[src/rtl/slcd_pkg.sv]
`timescale 1ns / 1ps
// ----------------------------------------------------------------------------
// slcd_pkg
// Shared types and constants of the sync/length/checksum deframer.
// ----------------------------------------------------------------------------
package slcd_pkg;

  localparam int unsigned ByteW   = 8;
  localparam int unsigned CfgIdxW = 2;
  localparam int unsigned QDepth  = 2;

  localparam logic [CfgIdxW-1:0] CFG_SYNC_FIRST  = 2'd0;
  localparam logic [CfgIdxW-1:0] CFG_SYNC_SECOND = 2'd1;
  localparam logic [CfgIdxW-1:0] CFG_ERROR_LIMIT = 2'd2;

  localparam logic [ByteW-1:0] SYNC_FIRST_RST  = 8'hAA;
  localparam logic [ByteW-1:0] SYNC_SECOND_RST = 8'h55;
  localparam logic [ByteW-1:0] ERROR_LIMIT_RST = 8'd10;
  localparam logic [ByteW-1:0] COUNT_MAX       = 8'd255;

  typedef enum logic [1:0] {
    ST_GOOD     = 2'd0,
    ST_MISMATCH = 2'd1,
    ST_ZEROLEN  = 2'd2
  } status_e;

  typedef struct packed {
    logic [ByteW-1:0] sync_first;
    logic [ByteW-1:0] sync_second;
    logic [ByteW-1:0] error_limit;
  } cfg_t;

  typedef struct packed {
    logic [ByteW-1:0] data;
    logic             is_end;
    logic             is_cmd;
    status_e          status;
  } event_t;

endpackage

[src/rtl/slcd_in_if.sv]
`timescale 1ns / 1ps
// ----------------------------------------------------------------------------
// slcd_in_if
// Received byte channel: valid/ready handshake carrying one byte per item.
// ----------------------------------------------------------------------------
interface slcd_in_if;
  logic       valid;
  logic       ready;
  logic [7:0] rx_byte;

  modport source (output valid, output rx_byte, input ready);
  modport sink (input valid, input rx_byte, output ready);
endinterface

[src/rtl/slcd_out_if.sv]
`timescale 1ns / 1ps
// ----------------------------------------------------------------------------
// slcd_out_if
// Result channel: forwarded payload bytes and frame verdicts.
// ----------------------------------------------------------------------------
interface slcd_out_if;
  logic       valid;
  logic       ready;
  logic [7:0] out_byte;
  logic       is_frame_end;
  logic       is_command_id;
  logic [1:0] frame_status;
  logic       error_alarm;
  logic [7:0] error_count;

  modport source (
    output valid, output out_byte, output is_frame_end, output is_command_id,
    output frame_status, output error_alarm, output error_count, input ready
  );
  modport sink (
    input valid, input out_byte, input is_frame_end, input is_command_id,
    input frame_status, input error_alarm, input error_count, output ready
  );
endinterface

[src/rtl/sync_length_checksum_deframer.sv]
`timescale 1ns / 1ps
// ----------------------------------------------------------------------------
// sync_length_checksum_deframer
// Serial frame deframer with sync hunt, length byte and additive checksum.
// ----------------------------------------------------------------------------
// Takes one received byte per cycle while the event queue is not full, and
// returns at most one result per byte: each payload byte as it arrives (first
// one flagged as command id) and one verdict at the checksum byte or a zero
// length byte. The parser classifies a byte within the accepting cycle and
// writes its event into the queue; the verdict stage moves it into the output
// register once that register is empty or being taken. Input ready drops only
// when the two-entry event queue between them is full, that is after the
// result side has stalled. The user must write the configuration registers
// only while the block is idle; the block itself does not enforce this.
module sync_length_checksum_deframer (
  input  logic                         clk_i,
  input  logic                         rst_ni,
  slcd_in_if.sink                      in_if,
  slcd_out_if.source                   out_if,
  input  logic                         cfg_we_i,
  input  logic [slcd_pkg::CfgIdxW-1:0] cfg_idx_i,
  input  logic [slcd_pkg::ByteW-1:0]   cfg_data_i
);

  slcd_pkg::cfg_t   cfg_q;
  slcd_pkg::event_t front_ev, queue_ev;
  logic             front_push, queue_full, queue_valid, back_pop, take;

  always_ff @(posedge clk_i or negedge rst_ni) begin
    if (!rst_ni) begin
      cfg_q.sync_first  <= slcd_pkg::SYNC_FIRST_RST;
      cfg_q.sync_second <= slcd_pkg::SYNC_SECOND_RST;
      cfg_q.error_limit <= slcd_pkg::ERROR_LIMIT_RST;
    end else if (cfg_we_i) begin
      case (cfg_idx_i)
        slcd_pkg::CFG_SYNC_FIRST:  cfg_q.sync_first  <= cfg_data_i;
        slcd_pkg::CFG_SYNC_SECOND: cfg_q.sync_second <= cfg_data_i;
        slcd_pkg::CFG_ERROR_LIMIT: cfg_q.error_limit <= cfg_data_i;
        default: begin
        end
      endcase
    end
  end

  assign in_if.ready = !queue_full;
  assign take        = in_if.valid && !queue_full;

  slcd_front u_front (
    .clk_i  (clk_i),
    .rst_ni (rst_ni),
    .cfg_i  (cfg_q),
    .take_i (take),
    .byte_i (in_if.rx_byte),
    .push_o (front_push),
    .ev_o   (front_ev)
  );

  slcd_queue u_queue (
    .clk_i   (clk_i),
    .rst_ni  (rst_ni),
    .push_i  (front_push),
    .ev_i    (front_ev),
    .full_o  (queue_full),
    .pop_i   (back_pop),
    .valid_o (queue_valid),
    .ev_o    (queue_ev)
  );

  slcd_back u_back (
    .clk_i      (clk_i),
    .rst_ni     (rst_ni),
    .limit_i    (cfg_q.error_limit),
    .ev_valid_i (queue_valid),
    .ev_i       (queue_ev),
    .pop_o      (back_pop),
    .out_if     (out_if)
  );

endmodule

[src/rtl/slcd_front.sv]
`timescale 1ns / 1ps
// ----------------------------------------------------------------------------
// slcd_front
// Frame parser: hunts for sync, tracks length and checksum, emits events.
// ----------------------------------------------------------------------------
module slcd_front (
  input  logic                          clk_i,
  input  logic                          rst_ni,
  input  slcd_pkg::cfg_t                cfg_i,
  input  logic                          take_i,
  input  logic [slcd_pkg::ByteW-1:0]    byte_i,
  output logic                          push_o,
  output slcd_pkg::event_t              ev_o
);

  typedef enum logic [2:0] {
    PH_HUNT1   = 3'd0,
    PH_HUNT2   = 3'd1,
    PH_LENGTH  = 3'd2,
    PH_PAYLOAD = 3'd3,
    PH_CHECK   = 3'd4
  } phase_e;

  phase_e                    phase_q, phase_d;
  logic [slcd_pkg::ByteW-1:0] left_q, left_d;
  logic [slcd_pkg::ByteW-1:0] sum_q, sum_d;
  logic                      first_q, first_d;
  logic [slcd_pkg::ByteW-1:0] left_dec;

  assign left_dec = left_q - 8'd1;

  always_comb begin
    phase_d   = phase_q;
    left_d    = left_q;
    sum_d     = sum_q;
    first_d   = first_q;
    push_o    = 1'b0;
    ev_o      = '0;
    ev_o.data = byte_i;
    if (take_i) begin
      case (phase_q)
        PH_HUNT2: begin
          if (byte_i == cfg_i.sync_second) begin
            phase_d = PH_LENGTH;
          end else if (byte_i != cfg_i.sync_first) begin
            phase_d = PH_HUNT1;
          end
        end
        PH_LENGTH: begin
          if (byte_i == '0) begin
            push_o      = 1'b1;
            ev_o.data   = '0;
            ev_o.is_end = 1'b1;
            ev_o.status = slcd_pkg::ST_ZEROLEN;
            phase_d     = PH_HUNT1;
          end else begin
            left_d  = byte_i;
            sum_d   = byte_i;
            first_d = 1'b1;
            phase_d = PH_PAYLOAD;
          end
        end
        PH_PAYLOAD: begin
          push_o      = 1'b1;
          ev_o.is_cmd = first_q;
          first_d     = 1'b0;
          sum_d       = sum_q + byte_i;
          left_d      = left_dec;
          if (left_dec == '0) begin
            phase_d = PH_CHECK;
          end
        end
        PH_CHECK: begin
          push_o      = 1'b1;
          ev_o.data   = '0;
          ev_o.is_end = 1'b1;
          ev_o.status = (byte_i == sum_q) ? slcd_pkg::ST_GOOD : slcd_pkg::ST_MISMATCH;
          phase_d     = PH_HUNT1;
        end
        default: begin
          phase_d = (byte_i == cfg_i.sync_first) ? PH_HUNT2 : PH_HUNT1;
        end
      endcase
    end
  end

  always_ff @(posedge clk_i or negedge rst_ni) begin
    if (!rst_ni) begin
      phase_q <= PH_HUNT1;
      left_q  <= '0;
      sum_q   <= '0;
      first_q <= 1'b0;
    end else begin
      phase_q <= phase_d;
      left_q  <= left_d;
      sum_q   <= sum_d;
      first_q <= first_d;
    end
  end

endmodule

[src/rtl/slcd_queue.sv]
`timescale 1ns / 1ps
// ----------------------------------------------------------------------------
// slcd_queue
// Short event queue between the parser and the verdict stage.
// ----------------------------------------------------------------------------
module slcd_queue (
  input  logic             clk_i,
  input  logic             rst_ni,
  input  logic             push_i,
  input  slcd_pkg::event_t ev_i,
  output logic             full_o,
  input  logic             pop_i,
  output logic             valid_o,
  output slcd_pkg::event_t ev_o
);

  localparam int unsigned PtrW = (slcd_pkg::QDepth > 1) ? $clog2(slcd_pkg::QDepth) : 1;
  localparam int unsigned CntW = $clog2(slcd_pkg::QDepth + 1);
  localparam logic [CntW-1:0] CntFull = CntW'(slcd_pkg::QDepth);
  localparam logic [PtrW-1:0] PtrLast = PtrW'(slcd_pkg::QDepth - 1);

  slcd_pkg::event_t      mem_q [slcd_pkg::QDepth];
  logic [PtrW-1:0]       wr_q, wr_d, rd_q, rd_d;
  logic [CntW-1:0]       cnt_q, cnt_d;
  logic                  do_push, do_pop;

  assign full_o  = (cnt_q == CntFull);
  assign valid_o = (cnt_q != '0);
  assign ev_o    = mem_q[rd_q];
  assign do_push = push_i && !full_o;
  assign do_pop  = pop_i && valid_o;

  always_comb begin
    wr_d  = wr_q;
    rd_d  = rd_q;
    cnt_d = cnt_q;
    if (do_push) begin
      wr_d = (wr_q == PtrLast) ? '0 : wr_q + 1'b1;
    end
    if (do_pop) begin
      rd_d = (rd_q == PtrLast) ? '0 : rd_q + 1'b1;
    end
    if (do_push && !do_pop) begin
      cnt_d = cnt_q + 1'b1;
    end else if (do_pop && !do_push) begin
      cnt_d = cnt_q - 1'b1;
    end
  end

  always_ff @(posedge clk_i) begin
    if (do_push) begin
      mem_q[wr_q] <= ev_i;
    end
  end

  always_ff @(posedge clk_i or negedge rst_ni) begin
    if (!rst_ni) begin
      wr_q  <= '0;
      rd_q  <= '0;
      cnt_q <= '0;
    end else begin
      wr_q  <= wr_d;
      rd_q  <= rd_d;
      cnt_q <= cnt_d;
    end
  end

endmodule

[src/rtl/slcd_back.sv]
`timescale 1ns / 1ps
// ----------------------------------------------------------------------------
// slcd_back
// Verdict stage: tracks consecutive errors, raises the alarm, drives results.
// ----------------------------------------------------------------------------
module slcd_back (
  input  logic                       clk_i,
  input  logic                       rst_ni,
  input  logic [slcd_pkg::ByteW-1:0] limit_i,
  input  logic                       ev_valid_i,
  input  slcd_pkg::event_t           ev_i,
  output logic                       pop_o,
  slcd_out_if.source                 out_if
);

  logic                       valid_q, valid_d;
  slcd_pkg::event_t           res_q, res_d;
  logic                       alarm_q, alarm_d;
  logic [slcd_pkg::ByteW-1:0] errs_q, errs_d;
  logic [slcd_pkg::ByteW-1:0] errs_upd;

  assign pop_o = ev_valid_i && (!valid_q || out_if.ready);

  always_comb begin
    errs_upd = errs_q;
    if (ev_i.status == slcd_pkg::ST_GOOD) begin
      errs_upd = '0;
    end else if (errs_q != slcd_pkg::COUNT_MAX) begin
      errs_upd = errs_q + 8'd1;
    end
  end

  always_comb begin
    valid_d = valid_q;
    res_d   = res_q;
    alarm_d = alarm_q;
    errs_d  = errs_q;
    if (valid_q && out_if.ready) begin
      valid_d = 1'b0;
    end
    if (pop_o) begin
      valid_d = 1'b1;
      res_d   = ev_i;
      alarm_d = 1'b0;
      if (ev_i.is_end) begin
        if (errs_upd > limit_i) begin
          alarm_d = 1'b1;
          errs_d  = '0;
        end else begin
          errs_d = errs_upd;
        end
      end
    end
  end

  always_ff @(posedge clk_i or negedge rst_ni) begin
    if (!rst_ni) begin
      valid_q <= 1'b0;
      errs_q  <= '0;
    end else begin
      valid_q <= valid_d;
      errs_q  <= errs_d;
    end
  end

  always_ff @(posedge clk_i) begin
    res_q   <= res_d;
    alarm_q <= alarm_d;
  end

  assign out_if.valid         = valid_q;
  assign out_if.out_byte      = res_q.data;
  assign out_if.is_frame_end  = res_q.is_end;
  assign out_if.is_command_id = res_q.is_cmd;
  assign out_if.frame_status  = res_q.status;
  assign out_if.error_alarm   = alarm_q;
  assign out_if.error_count   = errs_q;

endmodule
[src/flat_wrapper.sv]
// flat-port wrapper written by rule: the top's interface ports become plain ports
module sync_length_checksum_deframer_flat 
  (clk_i, rst_ni, cfg_we_i, cfg_idx_i, cfg_data_i, in_if_valid, in_if_rx_byte, in_if_ready, out_if_valid, out_if_out_byte, out_if_is_frame_end, out_if_is_command_id, out_if_frame_status, out_if_error_alarm, out_if_error_count, out_if_ready);
  slcd_in_if in_if_i ();
  slcd_out_if out_if_i ();
  input  logic clk_i;
  input  logic rst_ni;
  input  logic cfg_we_i;
  input  logic [slcd_pkg::CfgIdxW-1:0] cfg_idx_i;
  input  logic [slcd_pkg::ByteW-1:0] cfg_data_i;
  input wire logic [$bits(in_if_i.valid)-1:0] in_if_valid;
  input wire logic [$bits(in_if_i.rx_byte)-1:0] in_if_rx_byte;
  output wire logic [$bits(in_if_i.ready)-1:0] in_if_ready;
  output wire logic [$bits(out_if_i.valid)-1:0] out_if_valid;
  output wire logic [$bits(out_if_i.out_byte)-1:0] out_if_out_byte;
  output wire logic [$bits(out_if_i.is_frame_end)-1:0] out_if_is_frame_end;
  output wire logic [$bits(out_if_i.is_command_id)-1:0] out_if_is_command_id;
  output wire logic [$bits(out_if_i.frame_status)-1:0] out_if_frame_status;
  output wire logic [$bits(out_if_i.error_alarm)-1:0] out_if_error_alarm;
  output wire logic [$bits(out_if_i.error_count)-1:0] out_if_error_count;
  input wire logic [$bits(out_if_i.ready)-1:0] out_if_ready;
  assign in_if_i.valid = in_if_valid;
  assign in_if_i.rx_byte = in_if_rx_byte;
  assign in_if_ready = in_if_i.ready;
  assign out_if_valid = out_if_i.valid;
  assign out_if_out_byte = out_if_i.out_byte;
  assign out_if_is_frame_end = out_if_i.is_frame_end;
  assign out_if_is_command_id = out_if_i.is_command_id;
  assign out_if_frame_status = out_if_i.frame_status;
  assign out_if_error_alarm = out_if_i.error_alarm;
  assign out_if_error_count = out_if_i.error_count;
  assign out_if_i.ready = out_if_ready;
  sync_length_checksum_deframer u_core (.clk_i(clk_i), .rst_ni(rst_ni), .in_if(in_if_i), .out_if(out_if_i), .cfg_we_i(cfg_we_i), .cfg_idx_i(cfg_idx_i), .cfg_data_i(cfg_data_i));
endmodule
[config.mk]
export PLATFORM = sky130hd
export DESIGN_NAME = sync_length_checksum_deframer_flat
export DESIGN_NICKNAME = d
export VERILOG_FILES = /design/src/rtl/slcd_pkg.sv /design/src/rtl/slcd_in_if.sv /design/src/rtl/slcd_out_if.sv /design/src/rtl/sync_length_checksum_deframer.sv /design/src/rtl/slcd_front.sv /design/src/rtl/slcd_queue.sv /design/src/rtl/slcd_back.sv /design/src/flat_wrapper.sv
export SDC_FILE = /design/constraint.sdc
export NUM_CORES = 1
export LEC_CHECK = 0
export ABC_AREA = 1
export BUFFER_PORTS_ARGS = -buffer_cell sky130_fd_sc_hd__buf_2
export CAP_MARGIN = 20
export CORE_MARGIN = 3
export CORE_UTILIZATION = 55
export CTS_CLUSTER_DIAMETER = 100
export DETAILED_ROUTE_END_ITERATION = 7
export MAX_ROUTING_LAYER = met4
export PLACE_DENSITY = 0.84
export SLEW_MARGIN = 20
export SYNTH_ARGS = -nofsm -noshare
export SYNTH_HDL_FRONTEND = slang
export SYNTH_SLANG_ARGS = --single-unit
[constraint.sdc]
create_clock -name clk_i -period 3 [get_ports clk_i]
set_input_delay 0 -clock clk_i [delete_from_list [all_inputs] [get_ports clk_i]]
set_output_delay 0 -clock clk_i [all_outputs]
set_load 0.05 [all_outputs]
==> impl_metrics.csv <==
group,metric,value,unit
clocking,cts_tree,"done",
grt,antenna_found_initial,0,
outcome,status,"complete, no violations",
worst_setup_path,cp_max_fo,6,
detailed_routing,drt-wirelength-per-cell,14.3,um
pwr,p_leak,2.79,nW
sta,period_needed,2.74,ns
logic_synthesis,avgSynthCellArea,8.74,sq um
grt,grt_usage,0.230,
worst_setup_path,path_cells,"ha_1 -> nand3_2 -> nor2_4 -> nand2_4 -> nor2_8 -> inv_4 -> nor2_1 -> nand3b_1 -> inv_1 -> ha_1 -> a21oi_1 -> o21ai_0 -> nand2_1 -> nand2_1 -> nand2_2 -> nand2_1 -> o21ai_1",
clocking,htree_levels,3,
detailed_routing,drc,0,
logic_synthesis,ys_async_sr_fraction,0.606,
sta,fin_hold_ws,0.0509,ns
pwr,seqPwrFrac,0.440,
run,cap_violations,0,
clocking,cts_setup_buffers,0,
detailed_routing,vias,4055,
worst_setup_path,cp.required,3.29,ns
sta,fin_crit_sh,0.915,
sta,finalWorstSetupSlack,0.255,ns
pwr,pwr-share-comb,0.354,
logic_synthesis,synth-edff-count,37,
sta,setup_viol,0,
floorplanning,core_area,8850,sq um
finish,fillCellCount,713,
worst_setup_path,crit_top_cell,"nand2_1",
clocking,clk_pin_slew,0.10,ns
logic_synthesis,yosysSeqAreaShare,0.504,
grt,grt_max_degree,38,
pwr,internal_power,0.00233,W
detailed_routing,vias_per_cell,5.36,
placement,gp_congestion,0.895,
detailed_routing,routed_wl,10800,um
worst_setup_path,critPathLaunchType,"flip-flop",
logic_synthesis,synth_cells,579,
floorplanning,die_w,102,um
logic_synthesis,synth-seq-cells,94,
pwr,swShare,0.412,
worst_setup_path,worst_setup_path_end_kind,"flip-flop",
pwr,clkPwrFrac,0.206,
worst_setup_path,slowest_delay,0.47,ns
sta,rsz0062_at_grt,"false",
clocking,clock_path_buffers,2,
placement,numPortBuffers,45,
pwr,p_switching,0.00163,W
worst_setup_path,critical-path-top-delay-family,"simple AND/OR/NAND/NOR gates",
floorplanning,rows,34,
placement,place_ws,0.147,ns
placement,hpwlAfterDp,8030,um
sta,finalHoldViolations,0,
pwr,p_per_area,693,nW/um^2
finish,layout-drive-gt1-share,0.191,
finish,multiInputGateArea,2160,sq um
min_path,hold_path.class,"input pin to flip-flop",
finish,seqCellArea,2550,sq um
pwr,ir_drop,349,uV
grt,grt_overflow,0,
floorplanning,pin_count,46,
clocking,cts_buffers,9,
logic_synthesis,yosysWarningCount,0,
finish,area_growth_syn_to_layout,13.0,%
sta,skew,0.0167,ns
worst_setup_path,timing.critical_path.buf_inv,2,
logic_synthesis,ys.flop_type,"dfrtp_1",
logic_synthesis,synth_area,5060,sq um
logic_synthesis,synth_nets,622,
finish,n_antenna_cell,0,
logic_synthesis,synth.distinct_cells,50,
sta,fmax,0.364,GHz
clocking,cts-root-buf,"clkbuf_8",
finish,layout_common_cells,"178 x nand2_1, 64 x inv_1, 45 x buf_2, 44 x dfrtp_1, 39 x nor2_1",
sta,worst_pin_slew,0.856,ns
floorplanning,dieArea,10400,sq um
finish,final_common_cell,"nand2_1",
grt,grt_pass1_wl,18100,um
detailed_routing,drtAntennaViolNets,0,
sta,slew_headroom,0.429,
worst_setup_path,cp_slowest_cell,"dfrtp_2",
clocking,clkLatencyLatePin,0.37,ns
detailed_routing,dr.first_iter.drc_count,261,
sta,fin_tns_setup,0,ns
clocking,cts.sinks,94,
floorplanning,die_y,102,um
detailed_routing,drtPass1Iterations,5,
sta,maxSlewViolCount,0,
worst_setup_path,crit_type,"flip-flop to flip-flop",
finish,nets,686,
worst_setup_path,crit_arrival,3.04,ns
floorplanning,start_util,0.572,
grt,grt_pass1_vias,3786,
-- area by class of cell --
| class | count | area share |
|---|---|---|
| Clock buffer | 10 | 0.0261 |
| Clock inverter | 6 | 0.00722 |
| Inverter | 78 | 0.0517 |
| Multi-Input combinational cell | 398 | 0.378 |
| Sequential cell | 94 | 0.447 |
| Tap cell | 108 | 0.0236 |
| Timing Repair Buffer | 62 | 0.0665 |
-- power groups by stage --
stage	logic, W	clock network (W)	registers (W)
floorplan	0.000657	0	0.00214
global placement	0.00135	0	0.00175
detailed placement	0.00139	0	0.00176
CTS	0.00141	0.000833	0.00174
global route	0.00155	0.000881	0.00177
finish	0.00141	0.000816	0.00174
-- metal layers --
layer / routed length (um) / GRT usage / vias to the layer above
li1: - / - / 2017
met1: 4870 / 0.315 / 1903
met2: 5300 / 0.358 / 111
met3: 441 / 0.0348 / 24
met4: 214 / 0.0727 / 0
met5: 0 / - / -
-- state kept, by name, indices dropped and copies added, names as in the netlist --
register                            cells
u_core.u_front.left_q                   8
u_core.u_front.first_q                  1
u_core.u_queue.cnt_q                    2
u_core.u_front.phase_q                  3
u_core.u_back.out_if.valid              1
u_core.u_front.sum_q                    8
u_core.cfg_q                           24
u_core.u_queue.wr_q                     1
u_core.u_back.out_if.out_byte           8
u_core.u_queue.mem_q                   24
u_core.u_back.out_if.error_count        8
u_core.u_back.out_if.is_command_id      1
u_core.u_back.out_if.error_alarm        1
u_core.u_back.out_if.frame_status       2
u_core.u_back.out_if.is_frame_end       1
u_core.u_queue.rd_q                     1
-- worst min-delay path: cells and delay by family --
| family | cells | cell delay [ns] |
|---|---|---|
| buffers and inverters | 1 | 0.15 |
| AOI/OAI and AO/OA | 2 | 0.22 |
-- stage by stage --
| step | util | area (sq um) | power [W] | std cells |
|---|---|---|---|---|
| 2_1_floorplan | - | 5060 | 0.00280 | 579 |
| 3_3_place_gp | 0.611 | 5410 | 0.00310 | 729 |
| 3_5_place_dp | 0.611 | 5410 | 0.00316 | 729 |
| 4_1_cts | 0.645 | 5710 | 0.00398 | 756 |
| 5_1_grt | 0.646 | 5720 | 0.00420 | 756 |
| 6_report | 0.646 | 5720 | 0.00396 | 756 |
-- cells in the mapped netlist, types with 3 or more instances --
master	count	area, sq um
o21ai_0	33	165
nand4_1	5	31.3
nor2_2	3	18.8
xnor2_1	7	61.3
a21oi_2	3	26.3
nand3_1	24	120
dfstp_2	10	263
nand2_1	179	672
ha_1	19	238
edfxtp_1	37	1110
inv_1	64	240
nand3_2	3	30.0
clkbuf_1	4	15.0
nor2_4	3	33.8
dfrtp_1	47	1180
o21ai_1	15	75.1
xor2_1	7	61.3
inv_2	13	48.8
nand2_2	3	18.8
a22oi_1	5	37.5
a21oi_1	18	90.1
nor3_1	3	15.0
nor2_1	39	146
-- kinds of logic after synthesis --
family	Yosys count	synth area share
AO/OA/AOI/OAI	88	0.107
AND/OR/NAND/NOR	276	0.245
adder cells (fa/ha/maj)	20	0.0510
XOR/XNOR	14	0.0242
buffers and inverters	87	0.0693
flip-flops	94	0.504
-- repair_timing --
action	in CTS	in global routing
resized for setup	0	4
endpoints found under the setup margin	0	5
endpoints found under the hold margin	56	0
hold buffers	11	0
-- path summary, 6_finish.rpt --
check	cells past startpoint	slack, ns	startpoint	to
worst max-delay path	17	0.26	u_core.u_back.out_if.error_count[0]	u_core.u_back.out_if.error_count[1]
worst min-delay path	3	0.05	in_if_rx_byte[2]	u_core.u_front.sum_q[2]
worst max register to register	17	0.26	u_core.u_back.out_if.error_count[0]	u_core.u_back.out_if.error_count[1]
worst min register to register	2	0.50	u_core.cfg_q[2]	u_core.cfg_q[2]
max in group asynchronous	3	1.84	rst_ni	u_core.cfg_q[21]
min in group asynchronous	2	0.27	rst_ni	u_core.u_front.left_q[3]
No activity file was read; power rests on OpenSTA's default activity.
